--- src/sv/acbd_pkg.sv ---
package acbd_pkg;

  // Add-with-carry opcodes, one per addressing mode.
  localparam logic [7:0] OP_IMM           = 8'h69;
  localparam logic [7:0] OP_ABS           = 8'h6D;
  localparam logic [7:0] OP_ABS_LONG      = 8'h6F;
  localparam logic [7:0] OP_DP            = 8'h65;
  localparam logic [7:0] OP_DP_IND        = 8'h72;
  localparam logic [7:0] OP_DP_IND_LONG   = 8'h67;
  localparam logic [7:0] OP_ABS_X         = 8'h7D;
  localparam logic [7:0] OP_ABS_LONG_X    = 8'h7F;
  localparam logic [7:0] OP_ABS_Y         = 8'h79;
  localparam logic [7:0] OP_DP_X          = 8'h75;
  localparam logic [7:0] OP_DP_X_IND      = 8'h61;
  localparam logic [7:0] OP_DP_IND_Y      = 8'h71;
  localparam logic [7:0] OP_DP_IND_LONG_Y = 8'h77;
  localparam logic [7:0] OP_SR            = 8'h63;
  localparam logic [7:0] OP_SR_IND_Y      = 8'h73;

  // Configuration register map.
  localparam logic [1:0] REG_EXTRA_DEC_ADDR = 2'd0;

  // Packed BCD digit limits.
  localparam logic [4:0] BCD_MAX_DIGIT = 5'd9;
  localparam logic [3:0] BCD_ADJUST    = 4'd6;

  // One instruction as it enters the unit.
  typedef struct packed {
    logic [7:0]  opcode;
    logic [15:0] accumulator;
    logic [15:0] operand;
    logic        carry_in;
    logic        wide;
    logic        decimal;
    logic        dp_low_nonzero;
    logic        page_cross;
  } acbd_in_t;

  // Timing figures from the opcode decode.
  typedef struct packed {
    logic [2:0] pc_advance;
    logic [3:0] cycle_count;
    logic       opcode_known;
  } acbd_timing_t;

  // After the low byte has been added.
  typedef struct packed {
    logic [7:0]   acc_hi;
    logic [7:0]   opd_hi;
    logic [7:0]   bin_lo;
    logic         bin_c8;
    logic [7:0]   bcd_lo;
    logic         bcd_c8;
    logic         acc_b7;
    logic         opd_b7;
    logic         wide;
    logic         decimal;
    acbd_timing_t timing;
  } acbd_s1_t;

  // After the full sum has been formed.
  typedef struct packed {
    logic [15:0]  sum;
    logic [7:0]   acc_hi;
    logic         carry;
    logic         overflow;
    logic         wide;
    logic         decimal;
    acbd_timing_t timing;
  } acbd_s2_t;

  // Final result item.
  typedef struct packed {
    logic [15:0]  result;
    logic         carry_out;
    logic         overflow_out;
    logic         overflow_written;
    logic         negative;
    logic         zero;
    acbd_timing_t timing;
  } acbd_out_t;

  // One BCD digit add: returns {carry, digit}. A sum above nine gets the
  // decimal adjust and the digit keeps the low four bits.
  function automatic logic [4:0] bcd_digit(input logic [3:0] a, input logic [3:0] b,
                                           input logic c);
    logic [4:0] d;
    d = {1'b0, a} + {1'b0, b} + {4'b0000, c};
    if (d > BCD_MAX_DIGIT) begin
      bcd_digit = {1'b1, d[3:0] + BCD_ADJUST};
    end else begin
      bcd_digit = {1'b0, d[3:0]};
    end
  endfunction

endpackage

--- src/sv/add_with_carry_binary_decimal_alu.sv ---
// Channel   Direction  Signals                       Contents
// s_axis    in         tvalid tready tdata tuser     one add-with-carry instruction
// m_axis    out        tvalid tready tdata           new accumulator, flags, timing
// apb       in/out     psel penable pwrite paddr...  extra_decimal_cycle at address 0
//
// Every instruction passes one register stage each for low byte, high byte and
// flags between input transfer and a valid result; a new instruction can be
// taken in every cycle unless a stalled output has filled the pipeline. Reset
// clears the stage valid bits and the configuration register. When the output
// stalls, each stage holds its item and the ready signals fall back stage by stage only as the pipeline fills.
module add_with_carry_binary_decimal_alu (
  input  logic        clk_i,
  input  logic        rst_ni,
  // Input instruction stream.
  input  logic        s_axis_tvalid,
  output logic        s_axis_tready,
  // [7:0] opcode, [23:8] accumulator, [39:24] operand, [40] carry_in,
  // [41] dp_low_nonzero, [42] page_cross, [47:43] zero
  input  logic [47:0] s_axis_tdata,
  // [0] wide, [1] decimal
  input  logic [1:0]  s_axis_tuser,
  // Result stream.
  output logic        m_axis_tvalid,
  input  logic        m_axis_tready,
  // [15:0] result, [16] carry_out, [17] overflow_out, [18] overflow_written,
  // [19] negative, [20] zero, [23:21] pc_advance, [27:24] cycle_count,
  // [28] opcode_known, [31:29] zero
  output logic [31:0] m_axis_tdata,
  // Configuration port.
  input  logic        psel,
  input  logic        penable,
  input  logic        pwrite,
  input  logic [1:0]  paddr,
  input  logic [31:0] pwdata,
  output logic [31:0] prdata,
  output logic        pready
);
  import acbd_pkg::*;

  logic      extra_dec_q;
  logic      extra_dec_d;
  acbd_in_t  in_item;
  logic      s1_valid;
  logic      s1_ready;
  acbd_s1_t  s1_data;
  logic      s2_valid;
  logic      s2_ready;
  acbd_s2_t  s2_data;
  acbd_out_t out_item;

  // Configuration register.
  assign pready = 1'b1;

  always_comb begin
    extra_dec_d = extra_dec_q;
    if (psel && penable && pwrite && (paddr == REG_EXTRA_DEC_ADDR)) begin
      extra_dec_d = pwdata[0];
    end
  end

  always_ff @(posedge clk_i or negedge rst_ni) begin
    if (!rst_ni) begin
      extra_dec_q <= 1'b0;
    end else begin
      extra_dec_q <= extra_dec_d;
    end
  end

  assign prdata = {31'b0, (paddr == REG_EXTRA_DEC_ADDR) & extra_dec_q};

  // Unpack the input transfer.
  always_comb begin
    in_item.opcode         = s_axis_tdata[7:0];
    in_item.accumulator    = s_axis_tdata[23:8];
    in_item.operand        = s_axis_tdata[39:24];
    in_item.carry_in       = s_axis_tdata[40];
    in_item.dp_low_nonzero = s_axis_tdata[41];
    in_item.page_cross     = s_axis_tdata[42];
    in_item.wide           = s_axis_tuser[0];
    in_item.decimal        = s_axis_tuser[1];
  end

  acbd_lo_stage u_lo (
    .clk_i       (clk_i),
    .rst_ni      (rst_ni),
    .valid_i     (s_axis_tvalid),
    .ready_o     (s_axis_tready),
    .data_i      (in_item),
    .extra_dec_i (extra_dec_q),
    .valid_o     (s1_valid),
    .ready_i     (s1_ready),
    .data_o      (s1_data)
  );

  acbd_hi_stage u_hi (
    .clk_i   (clk_i),
    .rst_ni  (rst_ni),
    .valid_i (s1_valid),
    .ready_o (s1_ready),
    .data_i  (s1_data),
    .valid_o (s2_valid),
    .ready_i (s2_ready),
    .data_o  (s2_data)
  );

  acbd_out_stage u_out (
    .clk_i   (clk_i),
    .rst_ni  (rst_ni),
    .valid_i (s2_valid),
    .ready_o (s2_ready),
    .data_i  (s2_data),
    .valid_o (m_axis_tvalid),
    .ready_i (m_axis_tready),
    .data_o  (out_item)
  );

  // Pack the result transfer.
  assign m_axis_tdata = {3'b000,
                         out_item.timing.opcode_known,
                         out_item.timing.cycle_count,
                         out_item.timing.pc_advance,
                         out_item.zero,
                         out_item.negative,
                         out_item.overflow_written,
                         out_item.overflow_out,
                         out_item.carry_out,
                         out_item.result};

endmodule

--- src/sv/acbd_decode.sv ---
module acbd_decode (
  input  logic [7:0]            opcode_i,
  input  logic                  wide_i,
  input  logic                  decimal_i,
  input  logic                  dp_low_nonzero_i,
  input  logic                  page_cross_i,
  input  logic                  extra_dec_i,
  output acbd_pkg::acbd_timing_t timing_o
);
  import acbd_pkg::*;

  logic [2:0] pc;
  logic [3:0] base;
  logic       known;
  logic       dp;
  logic       pcx;

  assign dp  = dp_low_nonzero_i;
  assign pcx = page_cross_i;

  // Addressing mode table: length and base cycle count.
  always_comb begin
    pc    = 3'd0;
    base  = 4'd0;
    known = 1'b1;
    unique case (opcode_i)
      OP_IMM: begin
        pc = 3'd2 + {2'b00, wide_i}; base = 4'd2;
      end
      OP_ABS:           begin pc = 3'd3; base = 4'd4; end
      OP_ABS_LONG:      begin pc = 3'd4; base = 4'd5; end
      OP_DP:            begin pc = 3'd2; base = 4'd3 + {3'b000, dp}; end
      OP_DP_IND:        begin pc = 3'd2; base = 4'd5 + {3'b000, dp}; end
      OP_DP_IND_LONG:   begin pc = 3'd2; base = 4'd6 + {3'b000, dp}; end
      OP_ABS_X:         begin pc = 3'd3; base = 4'd4 + {3'b000, pcx}; end
      OP_ABS_LONG_X:    begin pc = 3'd4; base = 4'd5; end
      OP_ABS_Y:         begin pc = 3'd3; base = 4'd4 + {3'b000, pcx}; end
      OP_DP_X:          begin pc = 3'd2; base = 4'd4 + {3'b000, dp}; end
      OP_DP_X_IND:      begin pc = 3'd2; base = 4'd6 + {3'b000, dp}; end
      OP_DP_IND_Y: begin
        pc = 3'd2; base = 4'd5 + {3'b000, dp} + {3'b000, pcx};
      end
      OP_DP_IND_LONG_Y: begin pc = 3'd2; base = 4'd6 + {3'b000, dp}; end
      OP_SR:            begin pc = 3'd2; base = 4'd4; end
      OP_SR_IND_Y:      begin pc = 3'd2; base = 4'd7; end
      default:          begin known = 1'b0; end
    endcase
  end

  // Width and decimal penalties apply only to known encodings.
  always_comb begin
    timing_o.opcode_known = known;
    timing_o.pc_advance   = pc;
    if (known) begin
      timing_o.cycle_count = base + {3'b000, wide_i} + {3'b000, decimal_i & extra_dec_i};
    end else begin
      timing_o.cycle_count = 4'd0;
    end
  end

endmodule

--- src/sv/acbd_lo_stage.sv ---
module acbd_lo_stage (
  input  logic               clk_i,
  input  logic               rst_ni,
  input  logic               valid_i,
  output logic               ready_o,
  input  acbd_pkg::acbd_in_t data_i,
  input  logic               extra_dec_i,
  output logic               valid_o,
  input  logic               ready_i,
  output acbd_pkg::acbd_s1_t data_o
);
  import acbd_pkg::*;

  logic         valid_q;
  acbd_s1_t     data_d;
  acbd_s1_t     data_q;
  acbd_timing_t timing;
  logic [8:0]   bin_lo;
  logic [4:0]   dig0;
  logic [4:0]   dig1;

  acbd_decode u_decode (
    .opcode_i         (data_i.opcode),
    .wide_i           (data_i.wide),
    .decimal_i        (data_i.decimal),
    .dp_low_nonzero_i (data_i.dp_low_nonzero),
    .page_cross_i     (data_i.page_cross),
    .extra_dec_i      (extra_dec_i),
    .timing_o         (timing)
  );

  // Low byte, both as binary and as two BCD digits.
  always_comb begin
    bin_lo = {1'b0, data_i.accumulator[7:0]} + {1'b0, data_i.operand[7:0]}
           + {8'h00, data_i.carry_in};
    dig0   = bcd_digit(data_i.accumulator[3:0], data_i.operand[3:0], data_i.carry_in);
    dig1   = bcd_digit(data_i.accumulator[7:4], data_i.operand[7:4], dig0[4]);

    data_d.acc_hi  = data_i.accumulator[15:8];
    data_d.opd_hi  = data_i.operand[15:8];
    data_d.bin_lo  = bin_lo[7:0];
    data_d.bin_c8  = bin_lo[8];
    data_d.bcd_lo  = {dig1[3:0], dig0[3:0]};
    data_d.bcd_c8  = dig1[4];
    data_d.acc_b7  = data_i.accumulator[7];
    data_d.opd_b7  = data_i.operand[7];
    data_d.wide    = data_i.wide;
    data_d.decimal = data_i.decimal;
    data_d.timing  = timing;
  end

  // The stage takes a new item when empty or when its content moves on.
  assign ready_o = !valid_q || ready_i;

  always_ff @(posedge clk_i or negedge rst_ni) begin
    if (!rst_ni) begin
      valid_q <= 1'b0;
    end else if (ready_o) begin
      valid_q <= valid_i;
    end
  end

  always_ff @(posedge clk_i) begin
    if (ready_o && valid_i) begin
      data_q <= data_d;
    end
  end

  assign valid_o = valid_q;
  assign data_o  = data_q;

endmodule

--- src/sv/acbd_hi_stage.sv ---
module acbd_hi_stage (
  input  logic               clk_i,
  input  logic               rst_ni,
  input  logic               valid_i,
  output logic               ready_o,
  input  acbd_pkg::acbd_s1_t data_i,
  output logic               valid_o,
  input  logic               ready_i,
  output acbd_pkg::acbd_s2_t data_o
);
  import acbd_pkg::*;

  logic       valid_q;
  acbd_s2_t   data_d;
  acbd_s2_t   data_q;
  logic [8:0] bin_hi;
  logic [4:0] dig2;
  logic [4:0] dig3;
  logic [15:0] sum;
  logic        sign_a;
  logic        sign_b;
  logic        sign_s;

  // High byte, then selection by mode and width.
  always_comb begin
    bin_hi = {1'b0, data_i.acc_hi} + {1'b0, data_i.opd_hi} + {8'h00, data_i.bin_c8};
    dig2   = bcd_digit(data_i.acc_hi[3:0], data_i.opd_hi[3:0], data_i.bcd_c8);
    dig3   = bcd_digit(data_i.acc_hi[7:4], data_i.opd_hi[7:4], dig2[4]);

    if (data_i.decimal) begin
      sum          = data_i.wide ? {dig3[3:0], dig2[3:0], data_i.bcd_lo}
                                 : {8'h00, data_i.bcd_lo};
      data_d.carry = data_i.wide ? dig3[4] : data_i.bcd_c8;
    end else begin
      sum          = data_i.wide ? {bin_hi[7:0], data_i.bin_lo} : {8'h00, data_i.bin_lo};
      data_d.carry = data_i.wide ? bin_hi[8] : data_i.bin_c8;
    end

    // Signed overflow, binary mode only: equal operand signs and a sum of the other sign.
    sign_a = data_i.wide ? data_i.acc_hi[7] : data_i.acc_b7;
    sign_b = data_i.wide ? data_i.opd_hi[7] : data_i.opd_b7;
    sign_s = data_i.wide ? sum[15] : sum[7];

    data_d.sum      = sum;
    data_d.acc_hi   = data_i.acc_hi;
    data_d.overflow = !data_i.decimal && (sign_a == sign_b) && (sign_a != sign_s);
    data_d.wide     = data_i.wide;
    data_d.decimal  = data_i.decimal;
    data_d.timing   = data_i.timing;
  end

  assign ready_o = !valid_q || ready_i;

  always_ff @(posedge clk_i or negedge rst_ni) begin
    if (!rst_ni) begin
      valid_q <= 1'b0;
    end else if (ready_o) begin
      valid_q <= valid_i;
    end
  end

  always_ff @(posedge clk_i) begin
    if (ready_o && valid_i) begin
      data_q <= data_d;
    end
  end

  assign valid_o = valid_q;
  assign data_o  = data_q;

endmodule

--- src/sv/acbd_out_stage.sv ---
module acbd_out_stage (
  input  logic                clk_i,
  input  logic                rst_ni,
  input  logic                valid_i,
  output logic                ready_o,
  input  acbd_pkg::acbd_s2_t  data_i,
  output logic                valid_o,
  input  logic                ready_i,
  output acbd_pkg::acbd_out_t data_o
);
  import acbd_pkg::*;

  logic      valid_q;
  acbd_out_t data_d;
  acbd_out_t data_q;

  // Flags at the active width; the 8-bit form keeps the upper accumulator byte.
  always_comb begin
    data_d.result           = data_i.wide ? data_i.sum : {data_i.acc_hi, data_i.sum[7:0]};
    data_d.carry_out        = data_i.carry;
    data_d.overflow_out     = data_i.overflow;
    data_d.overflow_written = !data_i.decimal;
    data_d.negative         = data_i.wide ? data_i.sum[15] : data_i.sum[7];
    data_d.zero             = (data_i.sum == 16'h0000);
    data_d.timing           = data_i.timing;
  end

  // This register is the output register of the unit.
  assign ready_o = !valid_q || ready_i;

  always_ff @(posedge clk_i or negedge rst_ni) begin
    if (!rst_ni) begin
      valid_q <= 1'b0;
    end else if (ready_o) begin
      valid_q <= valid_i;
    end
  end

  always_ff @(posedge clk_i) begin
    if (ready_o && valid_i) begin
      data_q <= data_d;
    end
  end

  assign valid_o = valid_q;
  assign data_o  = data_q;

endmodule

--- config.mk ---
export PLATFORM = sky130hd
export DESIGN_NAME = add_with_carry_binary_decimal_alu
export DESIGN_NICKNAME = d
export VERILOG_FILES = /design/src/sv/acbd_pkg.sv /design/src/sv/add_with_carry_binary_decimal_alu.sv /design/src/sv/acbd_decode.sv /design/src/sv/acbd_lo_stage.sv /design/src/sv/acbd_hi_stage.sv /design/src/sv/acbd_out_stage.sv
export SDC_FILE = /design/constraint.sdc
export NUM_CORES = 1
export LEC_CHECK = 0
export ABC_AREA = 1
export BUFFER_PORTS_ARGS = -buffer_cell sky130_fd_sc_hd__clkbuf_2
export CORE_MARGIN = 1
export CORE_UTILIZATION = 48
export DETAILED_ROUTE_END_ITERATION = 12
export GPL_ROUTABILITY_DRIVEN = 0
export HOLD_SLACK_MARGIN = 0.12
export PLACE_DENSITY = 0.83
export SKIP_LAST_GASP = 1
export SLEW_MARGIN = 5
export SYNTH_ARGS = -nofsm -noshare
export SYNTH_HDL_FRONTEND = slang
export SYNTH_SLANG_ARGS = --single-unit
--- constraint.sdc ---
create_clock -name clk_i -period 3.8 [get_ports clk_i]
set_input_delay 0.76 -clock clk_i [delete_from_list [all_inputs] [get_ports clk_i]]
set_output_delay 0.76 -clock clk_i [all_outputs]
set_load 0.005 [all_outputs]
Word-level counts from Yosys, hierarchy flattened
Index checks and enable logic that the tools add are counted.
- output and inout port bits: 67
- register bits: 115
- memory bits (read-only): 0
- word-level logic and storage cells: 126
- input bits: 91
- memories: 0
- bits in writable memories: 0
- bits in latches: 0
- divide/modulo/power cells: 0
- equality and inequality tests: 17
- shift operators: 0
- $lt $le $gt $ge: 4
- multiplexer cells: 18
- add/subtract/negate cells: 25
- reduce and logical (&&, ||, !) cells: 25
- bitwise logic cells: 2
- $mul: 0
- operator list (operator ; number):
    == test 8 x 7 -> 1 bit, second input constant ; 15
    two-way mux 16 bit ; 4
    case mux 4 bit (10 select lines) ; 1
    adder 4 x 4 -> 5 bit ; 4
    adder 5 x 1 -> 5 bit ; 4
    greater-than comparator 5 x 4 -> 1 bit, second input constant ; 4
    two-way mux 5 bit ; 4
    adder 8 x 8 -> 9 bit ; 2
    adder 9 x 1 -> 9 bit ; 2
    adder 3 x 1 -> 4 bit, first input constant ; 4
    adder 4 x 3 -> 4 bit, second input constant ; 4
    logical NOT 16 bit ; 1
    OR reduction 15 bit ; 1
    adder 4 x 1 -> 4 bit ; 3
    case mux 3 bit (4 select lines) ; 1
    OR reduction 9 bit ; 1
    logical AND 1 bit ; 8
    two-way mux 1 bit ; 8
    adder 2 x 1 -> 3 bit, first input constant ; 2
    OR reduction 2 bit ; 3
    OR reduction 3 bit ; 2
    logical NOT 1 bit ; 5
    logical OR 1 bit ; 3
    AND 1 bit ; 2
    other kinds (3) ; 3

Logic depth before layout (Yosys ltp)
Gate-level depths: netlist (run 1).
- depth after elaboration: 12
- mapped depth: 28
- mapped depth without buffers: 28

By module
Synthesis (run 1) repeated with hierarchy kept, for this count alone.
- cell total of the unflattened synthesis: 649
- area, all modules: 6336.1 um^2
- by module, submodules not included (module ; sequential area each (um^2) ; cells an instance ; area an instance (um^2) ; times used):
    acbd_hi_stage ; 1106.1 ; 226 ; 2138.3 ; 1
    acbd_lo_stage ; 1376.3 ; 179 ; 2130.8 ; 1
    acbd_out_stage ; 895.9 ; 83 ; 1151.1 ; 1
    acbd_decode ; 0.0 ; 114 ; 576.8 ; 1
    add_with_carry_binary_decimal_alu ; 25.0 ; 47 ; 339.1 ; 1

Worst setup path before layout (run 1)
Ideal clock, no wire load.
- path type: input -> register
- from: input port s_axis_tdata[8]
- to: register u_lo.data_q, in the netlist u_lo.data_o[20] (data pin)
- stages: 19
- data arrival time: 3.859 ns
- library setup time: 0.260 ns
- slack: -0.320 ns
- cells stage by stage: fa_1 inv_1 fa_1 ha_1 nand2_1 nand2_1 nand3_1 nand2_1 fa_1 inv_1 fa_1 xor2_1 ha_1 nand2_1 nand2_1 nand3_2 o211ai_4 nand2_4 xnor2_1
- word-level cells in the longest chain between the ends: 7
- elaborated cells on any way between the ends: 8
- ends and longest elaborated chain (element ; line ; source):
    from (decl) ; add_with_carry_binary_decimal_alu.sv:19 ; input logic [47:0] s_axis_tdata,
    adder 4 x 4 -> 5 bit * ; acbd_pkg.sv:88 ; d = {1'b0, a} + {1'b0, b} + {4'b0000, c};
    adder 5 x 1 -> 5 bit * ; acbd_pkg.sv:88 ;
    greater-than comparator 5 x 4 -> 1 bit * ; acbd_pkg.sv:89 ; if (d > BCD_MAX_DIGIT) begin
    two-way mux 5 bit * ; acbd_pkg.sv:89 ;
    adder 5 x 1 -> 5 bit * ; acbd_pkg.sv:88 ;
    adder 4 x 3 -> 4 bit or greater-than comparator 5 x 4 -> 1 bit (tied branches) ; acbd_pkg.sv:90, acbd_pkg.sv:89 ;
    two-way mux 5 bit * ; acbd_pkg.sv:89 ;
    net u_lo.dig1[3] ; acbd_lo_stage.sv:20 ; logic [4:0] dig1;
    to (signal assigned) ; acbd_lo_stage.sv:65 ; data_q <= data_d;
    to (decl) ; acbd_lo_stage.sv:16 ; acbd_s1_t data_q;
The timed path passes the listed nets; every way through them passes the cells marked *.
A chain may end at the register's enable or synchronous reset.

==> impl_metrics.tcl, run 1 <==
set metrics [dict create \
    ff_latch_area_um2 3403 \
    p_per_area_nw_per_um2 603.5 \
    core-area_um2 11960 \
    finalNonFillerCells 846 \
    dp_hpwl_mm 8.523 \
    place_area_um2 6598 \
    start_util_pct 49.17 \
    final_core_util_pct 63.02 \
    clkTransAtPathRegs_ps 60 \
    finalHoldViolCount 0 \
    maxCapViolCount 0 \
    cts.hold.buffers_added 0 \
    finalPower_mw 4.550 \
    finalCritPeriodShare_pct 122.6 \
    synthCells 530 \
    fillCellCount 810 \
    ys_types 40 \
    cp_common_cell "buf_4" \
    path_class "register to register" \
    ys.flop_type "edfxtp_1" \
    async_flop_share_pct 3.509 \
    rsz0062_at_grt "yes" \
    synth_edf_count 110 \
    fp.dieW_um 112.7 \
    drc 0 \
    p_clk_share_pct 33.7 \
    ir_drop_mv 0.2787 \
    min_period_ps 4660 \
    insertion_delay_ps 410 \
    internal-power_mw 3.262 \
    fin_ws_ps -859.8 \
    skew_ps 7.382 \
    synth_area_um2 5882 \
    postRouteAntennaNets 0 \
    critPathMaxFanout 2 \
    crit_slowest_cell "fa_2" \
    rows 40 \
    design_area_um2 7538 \
    die_area_um2 12700 \
    startpoint_type "register" \
    switching_power_mw 1.288 \
    ys_seq_area_share_pct 57.86 \
    initialDrtViolationCount 405 \
    first_pass_iters 5 \
    numPlacedInstances 779 \
    post_drt_wl_per_cell_um 16.18 \
    drv_slew 0 \
    dp_slack_ps -428.5 \
    cts_tree "built" \
    cellLeakagePower_nw 3.426 \
    die_h_um 112.7 \
    finalSetupViolCount 6 \
    htreeDepth 4 \
    max_slew_margin_pct 61.53 \
    ys_ff_latch 114 \
    worst-slew-pin-transition_ps 577.0 \
    multi_input_area_um2 2235 \
    area_growth_syn_to_layout_pct 28.16 \
    fin_hold_ws_ps 149.5 \
    r2r_setup_slack_ps -860 \
    cts-root-buf "clkbuf_16" \
    viasPerCell 5.304 \
    pwr-share-comb_pct 26.9 \
    cp.arrival_ps 4800 \
    failed_checks "setup timing" \
    vias 4487 \
    max_freq_mhz 214.6 \
    gr-total-overflow 0 \
    netSwitchingFraction_pct 28.30 \
    cp_slowest_stage_delay_ps 440 \
    grt_usage_pct 21.90 \
    status "complete, but fails checks" \
    cp-end-kind "register" \
    io_buffer_count 86 \
    grt_pass1_vias 4314 \
    drive_gt1_share_pct 34.76 \
    top_level_ports 158 \
    tns_ps -4622 \
    diodes 0 \
    wirelength_mm 13.69 \
    avgSynthCellArea_um2 11.10 \
    hp-class "input port to async pin" \
    grt_first_pass_wirelength_mm 20.77 \
    antenna_found_initial 0 \
    clock-sinks 114 \
    yosys_warnings 0 \
    worstPathRequired_ps 3940 \
    pwr-share-seq_pct 39.4 \
    grt_max_degree 46 \
    final_nets 811 \
    ctsLongestPathBuffers 2 \
    numCtsBuffers 17 \
]
## repair_timing
item	CTS	global route
buffers inserted	25	11
pin swaps	5	23
endpoints found under the hold margin	0	0
endpoints found under the setup margin	5	10
gates resized for setup	13	19
## cell families after synthesis
| group | Yosys count | share of synthesized area, % |
|---|---|---|
| and+or+nand+nor | 194 | 14.47 |
| adders and majority gates | 34 | 8.637 |
| buffers and inverters | 108 | 9.211 |
| AOI/OAI and AO/OA | 54 | 5.701 |
| xor gates and xnor gates | 17 | 2.659 |
| muxes | 7 | 1.340 |
| DFF | 114 | 57.86 |
| other | 2 | 0.1277 |
## registers in the layout, summed over array words and instances, names as in the netlist
name           cells
u_out.data_o      29
u_lo.data_o       45
u_out.valid_o      1
u_hi.valid_o       1
u_hi.data_o       36
u_lo.valid_o       1
extra_dec_q        1
## power by group through the flow
stage	logic, mW	clock network (mW)	registers, mW
detailed placement	0.875	0	1.81
CTS	1.05	1.54	1.79
floorplan	0.571	0	1.80
global placement	0.818	0	1.80
global route	1.31	1.61	1.81
finish	1.22	1.53	1.79
## per-layer routing
metal  vias up  wire [um]  global-route usage [%]
li1       2042          -                       -
met1      2079       4877                   22.48
met2       294       6915                   38.40
met3        72       1169                   6.749
met4         0        726                   14.93
met5         -          0                       0
## worst max-delay path: cells and delay by family, from the launching register on
| kind | cells | cell delay (ps) |
|---|---|---|
| buf+inv | 18 | 2190 |
| flops | 1 | 430 |
| simple gates | 3 | 260 |
| xor+xnor | 1 | 230 |
| fa+ha+maj | 3 | 1020 |
| compound gates | 2 | 260 |
## cell usage after synthesis, types with 3 or more instances
cell type    n  area share, %
a31oi_1      3           0.32
o211ai_1     4           0.51
ha_1        23            4.9
xnor2_1      6           0.89
nor2_1      29            1.9
o21ai_0     13            1.1
fa_1        11            3.7
inv_2        4           0.26
and2_1       3           0.32
buf_4       36            4.6
clkbuf_1     6           0.38
nand4_1      6           0.64
nor4_1       6           0.64
nand3_1     22            1.9
inv_1       61            3.9
nor3_1       7           0.60
nand2_2      4           0.43
a21oi_1     18            1.5
dfrtp_1      4            1.7
xor2_1      10            1.5
edfxtp_1   110             56
mux2_2       7            1.3
nand2_1    110            7.0
o21bai_1     3           0.38
o21ai_1      4           0.34
## final cells by class
type / instances / area share (%)
Tap cell: 147 / 2.440
Sequential cell: 114 / 45.15
Inverter: 65 / 3.270
Multi-Input combinational cell: 341 / 29.64
Clock buffer: 18 / 5.693
Clock inverter: 14 / 1.925
Timing Repair Buffer: 147 / 11.88
## path summary, 6_finish.rpt
path	from	end	cells past startpoint
max in group asynchronous	rst_ni	u_hi.valid_o	1
min in group clk_i	u_hi.data_o[10]	u_out.data_o[11]	0
worst min register to register	u_hi.data_o[10]	u_out.data_o[11]	0
worst max-delay path	u_lo.data_o[38]	u_hi.data_o[30]	27
worst max register to register	u_lo.data_o[38]	u_hi.data_o[30]	27
worst min-delay path	rst_ni	extra_dec_q	1
## placed cells by master (no fill, tap or decap), types with 17 or more instances in the layout
cell,instances
clkbuf_2,86
edfxtp_1,110
nand3_1,19
clkbuf_16,17
buf_4,59
ha_1,17
conb_1,35
nor2_1,26
inv_1,52
nand2_1,105
Note: power is estimated with default switching activity, not from simulation.
==> run 2: changes to the inputs <==
--- a/config.mk
+++ b/config.mk
@@ -13,6 +13,7 @@
 export GPL_ROUTABILITY_DRIVEN = 0
 export HOLD_SLACK_MARGIN = 0.12
 export PLACE_DENSITY = 0.83
+export RECOVER_POWER = 100
 export SKIP_LAST_GASP = 1
 export SLEW_MARGIN = 5
 export SYNTH_ARGS = -nofsm -noshare
==> impl_metrics.tcl, run 2 (synthesized netlist as in run 1, its figures left out) <==
set metrics [dict create \
    cts_tree "built" \
    worstPathRequired_ps 3940 \
    grt_max_degree 46 \
    htreeDepth 4 \
    use_met2_pct 38.40 \
    final_nets 811 \
    skew_ps 7.139 \
    diodes 0 \
    crit_slowest_cell "fa_2" \
    status "complete, but fails checks" \
    rows 40 \
    clkTransAtPathRegs_ps 60 \
    max_slew_margin_pct -60.62 \
    cellLeakagePower_nw 3.335 \
    path_class "register to register" \
    viasPerCell 5.314 \
    area_growth_syn_to_layout_pct 26.87 \
    multi_input_area_um2 2205 \
    tns_ps -4865 \
    grt_usage_pct 21.90 \
    max_freq_mhz 214.5 \
    fp.dieW_um 112.7 \
    drive_gt1_share_pct 29.18 \
    ir_drop_mv 0.2773 \
    mostFrequentLayoutCells "edfxtp_1, nand2_1, clkbuf_2" \
    gr-total-overflow 0 \
    cts-root-buf "clkbuf_16" \
    first_pass_iters 5 \
    finalCritPeriodShare_pct 122.7 \
    critPathMaxFanout 2 \
    cp_common_cell "buf_4" \
    drv_slew 83 \
    mostFrequentLayoutCell "edfxtp_1" \
    rsz0062_at_grt "yes" \
    min_period_ps 4662 \
    r2r_setup_slack_ps -860 \
    startpoint_type "register" \
    core-area_um2 11960 \
    wirelength_mm 13.73 \
    busiest_layer "met2" \
    insertion_delay_ps 410 \
    clock-sinks 114 \
    grt_pass1_vias 4314 \
    vias 4496 \
    finalPower_mw 4.535 \
    antenna_found_initial 0 \
    fillCellCount 827 \
    hp-class "input port to async pin" \
    cp.arrival_ps 4800 \
    finalSetupViolCount 10 \
    die_area_um2 12700 \
    dp_hpwl_mm 8.523 \
    cp-end-kind "register" \
    failed_checks "capacitance limit, slew limit, setup timing" \
    met3_usage_pct 6.749 \
    initialDrtViolationCount 454 \
    finalHoldViolCount 0 \
    io_buffer_count 86 \
    post_drt_wl_per_cell_um 16.23 \
    drc 0 \
    cp_slowest_stage_delay_ps 440 \
    gr-usage-met1_pct 22.48 \
    grt_first_pass_wirelength_mm 20.77 \
    numCtsBuffers 17 \
    die_h_um 112.7 \
    fin_ws_ps -861.7 \
    largest_register_ffs 45 \
    postRouteAntennaNets 0 \
    ctsLongestPathBuffers 2 \
    top_level_ports 158 \
    start_util_pct 49.17 \
    p_per_area_nw_per_um2 607.7 \
    fin_hold_ws_ps 186.5 \
    ff_latch_area_um2 3403 \
    maxCapViolCount 3 \
    path_buf_inv 18 \
    worst-slew-pin-transition_ps 2409 \
    critPathTopFamily "buffers and inverters" \
]
[run 2: cell types whose count changed in the layout (fill, tap and decap cells not counted), moves of 2 or more]
cell,delta
fa_1,+2
clkbuf_1,+27
nand2_1,+2
clkbuf_2,-22
nand2_2,-2
fa_2,-2
inv_2,-2
clkinv_1,+2
buf_4,-7
clkbuf_4,+2
[run 2: power by group]
group / switching, mW / total [mW] / internal, mW
registers: 0.0926 / 1.80 / 1.71
logic: 0.670 / 1.20 / 0.530
clock network: 0.522 / 1.53 / 1.01
total: 1.28 / 4.53 / 3.25
[run 2: through the flow]
stage | instances | instance area, um2 | setup slack, ps | util [%]
after CTS | 836 | 7387 | -394.6 | 61.76
final | 846 | 7462 | -861.7 | 62.38
after global routing | 846 | 7462 | -933.4 | 62.38
after floorplan | 563 | 6082 | -152.1 | -
after global placement | 779 | 6598 | -317.5 | 55.16
after detailed placement | 779 | 6598 | -428.5 | 55.16
[run 2: what timing repair did]
action | 4_1_cts | 5_1_grt
gates resized for setup | 13 | 19
pin swaps | 5 | 23
endpoints found under the setup margin | 5 | 10
endpoints found under the hold margin | 0 | 0
buffers inserted | 25 | 11
hold buffers | 0 | 0
[run 2: final timing paths]
kind                                       from                to  depth (start not counted)
worst max register to register  u_lo.data_o[38]   u_hi.data_o[30]                         27
worst max-delay path            u_lo.data_o[38]   u_hi.data_o[30]                         27
worst min-delay path                     rst_ni       extra_dec_q                          1
min in group clk_i              u_hi.data_o[10]  u_out.data_o[11]                          0
worst min register to register  u_hi.data_o[10]  u_out.data_o[11]                          0
max in group asynchronous                rst_ni      u_hi.valid_o                          1
[run 2: routing by layer]
metal | vias up | wire length (um) | share of wire [%]
met2 | 273 | 6950 | 51
met5 | - | 0 | 0
li1 | 2040 | - | -
met4 | 0 | 738 | 5.4
met1 | 2112 | 4935 | 36
met3 | 71 | 1106 | 8.1
[run 2: final cells by class]
| class | count | share of cell area, % |
|---|---|---|
| flip-flops and latches | 114 | 45.61 |
| multi-input cells | 341 | 29.54 |
| repair buffers | 147 | 11.38 |
| clock buffers | 18 | 5.751 |
| inverters | 65 | 3.303 |
| well taps | 147 | 2.465 |
| clock inverters | 14 | 1.945 |
[run 2: worst register-to-register path: stages (launching register included)]
cell,delay (ps)
edfxtp_1,430
fa_2,440
fa_2,410
xor2_2,230
inv_2,80
ha_4,170
inv_2,60
nor2_2,40
a31oi_1,170
nand2_1,130
buf_6,150
buf_4,130
buf_4,130
buf_4,130
buf_4,130
buf_4,140
buf_4,120
buf_4,120
buf_4,130
buf_4,130
buf_4,130
buf_4,130
buf_4,120
buf_4,120
buf_4,120
buf_4,120
nand3_2,80
a31oi_4,90
